File: src/sv/dec_div_pipe.sv
module dec_div_pipe #(
  parameter int NUM_W = 44,
  parameter int DEN_W = 26,
  parameter int Q_W   = 19
) (
  input  logic             clk_i,
  input  logic             en_i,
  input  logic [NUM_W-1:0] num_i,
  input  logic [DEN_W-1:0] den_i,
  output logic [Q_W-1:0]   quo_o
);

  localparam int ACC_W = DEN_W + Q_W;

  logic [ACC_W-1:0] acc_in [Q_W];
  logic [ACC_W-1:0] acc_q  [Q_W];
  logic [DEN_W-1:0] den_in [Q_W];
  logic [DEN_W-1:0] den_q  [Q_W-1];

  // One restoring step: shift in the next numerator bit, subtract if it fits
  function automatic logic [ACC_W-1:0] div_step(input logic [ACC_W-1:0] acc,
                                                input logic [DEN_W-1:0] den);
    logic [DEN_W:0] sh;
    logic           ge;
    logic [DEN_W:0] rem;
    sh  = {acc[ACC_W-1:Q_W], acc[Q_W-1]};
    ge  = (sh >= {1'b0, den});
    rem = ge ? (sh - {1'b0, den}) : sh;
    return {rem[DEN_W-1:0], acc[Q_W-2:0], ge};
  endfunction

  // Upper numerator bits start as the partial remainder
  assign acc_in[0] = {DEN_W'(num_i[NUM_W-1:Q_W]), num_i[Q_W-1:0]};
  assign den_in[0] = den_i;

  for (genvar k = 0; k < Q_W; k++) begin : g_step
    if (k > 0) begin : g_link
      assign acc_in[k] = acc_q[k-1];
      assign den_in[k] = den_q[k-1];
    end
    always_ff @(posedge clk_i) begin
      if (en_i) acc_q[k] <= div_step(acc_in[k], den_in[k]);
    end
    if (k < Q_W - 1) begin : g_den
      always_ff @(posedge clk_i) begin
        if (en_i) den_q[k] <= den_in[k];
      end
    end
  end

  assign quo_o = acc_q[Q_W-1][Q_W-1:0];

endmodule

File: config.mk
export PLATFORM = sky130hd
export DESIGN_NAME = dec_div_pipe
export DESIGN_NICKNAME = d
export VERILOG_FILES = /design/src/sv/dec_div_pipe.sv
export SDC_FILE = /design/constraint.sdc
export NUM_CORES = 2
export LEC_CHECK = 0
export CAP_MARGIN = 20
export CORE_ASPECT_RATIO = 1.1
export CORE_MARGIN = 2
export CORE_UTILIZATION = 35
export DETAILED_ROUTE_END_ITERATION = 10
export DONT_BUFFER_PORTS = 1
export HOLD_SLACK_MARGIN = 0.03
export PLACE_DENSITY = 0.49
export SYNTH_ARGS = -nofsm -noshare
export SYNTH_HDL_FRONTEND = slang
export SYNTH_SLANG_ARGS = --single-unit
File: constraint.sdc
create_clock -name clk_i -period 4.6 [get_ports clk_i]
set_input_delay 0.69 -clock clk_i [delete_from_list [all_inputs] [get_ports clk_i]]
set_output_delay 0.69 -clock clk_i [all_outputs]
set_load 0.05 [all_outputs]
==> summary.md <==
| Metric | Value |
|---|---|
| Data arrival time of the worst path | `4.57 ns` |
| Area contributors post-synth | `edfxtp_1 (56%), ha_1 (8.8%), mux2_2 (4.3%)` |
| DRC | `0` |
| Post-Synth Simple-Gate Area | `a little over 8%` |
| # clock sinks | `between 1,000 and 1,500` |
| CP delay by family, top | `compound AO/OA/AOI/OAI gates` |
| Drt initial violations | `roughly 2,500` |
| Synth warn | `0` |
| Post-Syn Area per Cell | `roughly 12 sq um` |
| Grt total ovfl | `0` |
| Fmax | `around 250 MHz` |
| Yosys top cell area share | `55.61%` |
| Crit-path max cell delay | `between 0.5 and 0.6 ns` |
| # IOs | `91` |
| Port bufs | `0` |
| Required time worst endpoint | `just over 5 ns` |
| RSZ-0062 raised after global routing | `false` |
| Finished Core Util | `about two fifths` |
| Compound-cell area share of the yosys netlist | `roughly an eighth` |
| Synth unique cells | `87` |
| Flop2flop setup slack | `~0.57 ns` |
| Post-Route WL | `around 160 mm` |
| Antenna Nets Post-Route | `0` |
| Period utilisation layout | `a little under 90%` |
| Vias | `~44,000` |
| Post-synthesis xor/xnor area fraction | `under 10%` |
| TritonCTS clock tree | `done` |
| Synth Cell Area | `0.07004 sq mm` |
| Worst-case clock buffer depth | `3` |
| Clock Skew | `approximately 0.038 ns` |
| PD cells | `just under 700 mW/mm^2` |
| Fillers | `around 19,000` |
| Via density | `5.060` |
| Final Hold Fails | `0` |
| EDFF count, synth | `approximately 1,300` |
| Clock Pin Slew Worst Setup and Hold Paths | `approximately 0.06 ns` |
| Final nets | `approximately 6,600` |
| DRT Pass-1 Iters | `5` |
| Routed WL per cell | `18.65 um` |
| Initial Util | `35.15%` |
| Initial antenna violation count | `1` |
| Leak | `~31 nW` |
| Post-Syn Instances | `a little under 6,000` |
| Vias in the first global route | `roughly 46,000` |
| Num CTS Buffers | `roughly 160` |
| H-tree Lvls | `4` |
| Type of origin of the critical path | `register` |
| GP Congestion | `about 0.91` |
| Flops & latches, synth | `between 1,000 and 1,500` |
| Crit-path max FO | `26` |
| Die area | `between 0.2 and 0.25 sq mm` |
| First-pass GRT wire length | `256.7 mm` |
| Max Slew Vio Count | `0` |
| Cell taking the most area after synthesis | `edfxtp_1` |
| Resized cells post-CTS | `0` |
| Later-pin clock latency in the skew report | `0.82 ns` |
| Top FF cell, synth | `edfxtp_1` |
| CP Class | `register to register` |
| Commonest cells in the netlist | `edfxtp_1 (1,297), inv_1 (640), ha_1 (494)` |
| VDD IR max | `0.2725 mV` |
| CP max-delay cell | `a2111oi_0` |
| Post-DP Area | `roughly 0.074 sq mm` |
| Adder-Cell Fraction of Synth Area | `around a tenth` |
| Largest family of logic cells by synthesized area | `compound AO/OA/AOI/OAI gates` |
| Max-slew headroom | `7.567%` |
| HPWL Detailed | `121.0 mm` |
| Largest net degree at the start of global routing | `263` |
| Die width | `between 400 and 500 um` |
| Worst Tran Pin Value | `about 1.4 ns` |
| Area Overhead vs Synth | `13.04%` |
| Num rows | `around 170` |
| Setup TNS | `0 ns` |
| Final Power | `54.44 mW` |
| Post-CTS setup buffers | `0` |
| Synth async-reset ratio | `0%` |
| Hold crit path type | `input pin to register` |
| CP cell instances | `inv_1 -> ha_1 -> nor2b_1 -> o31ai_1 -> a21oi_1 -> o21a_1 -> a2111oi_0 -> buf_4 -> o31ai_1 -> a21oi_1 -> o21ai_2 -> buf_4 -> mux2_2` |
| Post-Syn Nets | `~6,400` |
| Status | `completed` |
| Max Cap Viol | `0` |
| Final instance area | `0.07917 sq mm` |
| Root buffer cell | `clkbuf_16` |
| Count leader, synth | `edfxtp_1` |
| Die height | `approximately 470 um` |
| Share of cells above drive strength 1 | `under 10%` |
| Total GRT Usage | `approximately 16%` |
| Crit path capture type | `register` |
| Min Tclk post-route | `between 4 and 5 ns` |
| Core footprint | `0.1993 sq mm` |
| Register area share after synthesis | `55.61%` |
| Setup-failing EPs final | `0` |
| WP buf/inv | `3` |
| Mux contribution to synthesized area | `about 4.9%` |
state kept, by name, summed over array words and instances (netlist names):
name   cells
acc_q    829
den_q    468
cell type report:
cell class                 instances  area [sq um]  share of cell area, %
clock buffer                     193          4128                  5.214
antenna                            1         2.502               0.003161
tap                             2610          3266                  4.125
timing repair buffer             127          1369                  1.729
sequential                      1297         38950                  49.19
clock inverter                    87         764.5                 0.9656
inverter                         640          2402                  3.034
multi-input combinational       3818         28290                  35.74
report_power, final:
| part | total [mW] | internal [mW] | switching, mW |
|---|---|---|---|
| sequential | 19.0 | 17.2 | 1.81 |
| combinational | 23.6 | 10.7 | 12.8 |
| clock | 11.9 | 6.89 | 4.99 |
| total | 54.4 | 34.8 | 19.6 |
cell usage in the layout (no fill, tap or decap), types with 18 or more instances in the layout:
cell,n
clkbuf_1,33
nor2_1,305
nand3_1,92
clkinv_2,24
nand2b_1,53
nor4_1,20
nor2b_1,67
and3_1,44
ha_1,494
o31ai_1,35
o21a_1,56
buf_4,46
a211oi_1,47
clkbuf_16,160
o21bai_1,58
edfxtp_1,1297
mux2i_1,23
a31oi_1,56
or3_1,21
dlygate4sd3_1,65
inv_1,640
nand2_1,323
clkinv_1,33
a211o_1,20
or2_2,21
o21ai_0,295
xor2_1,135
fa_1,18
nor3_1,85
a21oi_1,428
and2_1,26
o211ai_1,23
mux2_2,269
nand4_1,78
mux2_1,18
a21o_1,229
xnor2_1,240
metal layers:
metal	vias up	GRT usage, %	wire (um)
met5	-	0	0
met4	0	8.337	8404
met3	322	2.440	5138
met2	703	30.00	86020
met1	21300	17.55	64040
li1	22070	-	-
cells by family (layout without fill, tap and decap cells):
kind of cell | Yosys count | count (layout)
buffers and inverters | 746 | 1047
xor gates and xnor gates | 375 | 375
muxes | 310 | 310
and+or+nand+nor | 1184 | 1184
adders and majority gates | 512 | 512
AOI/OAI and AO/OA | 1437 | 1437
other | 0 | 1
DFF | 1297 | 1297
worst paths after layout:
path,startpoint,to,cells after the start
max,den_q[13][1],acc_q[14][21],13
min,num_i[40],acc_q[0][41],1
max reg2reg,den_q[13][1],acc_q[14][21],13
min reg2reg,acc_q[7][4],acc_q[8][5],0
stage by stage:
step           cells  setup WS [ns]  hold WS (ns)
4_1_cts         8772         0.5852       0.03187
3_3_place_gp    8426         0.2540        0.4008
2_1_floorplan   5861         0.9069        0.4003
6_report        8773         0.5725        0.1191
3_5_place_dp    8426         0.2816        0.4045
5_1_grt         8773         0.3096       0.06860
what timing repair did:
item | CTS | global route
hold buffers | 66 | 0
hold endpoints to repair | 215 | 0
endpoints found under the setup margin | 0 | 0
(Power assumes the default switching activity.)
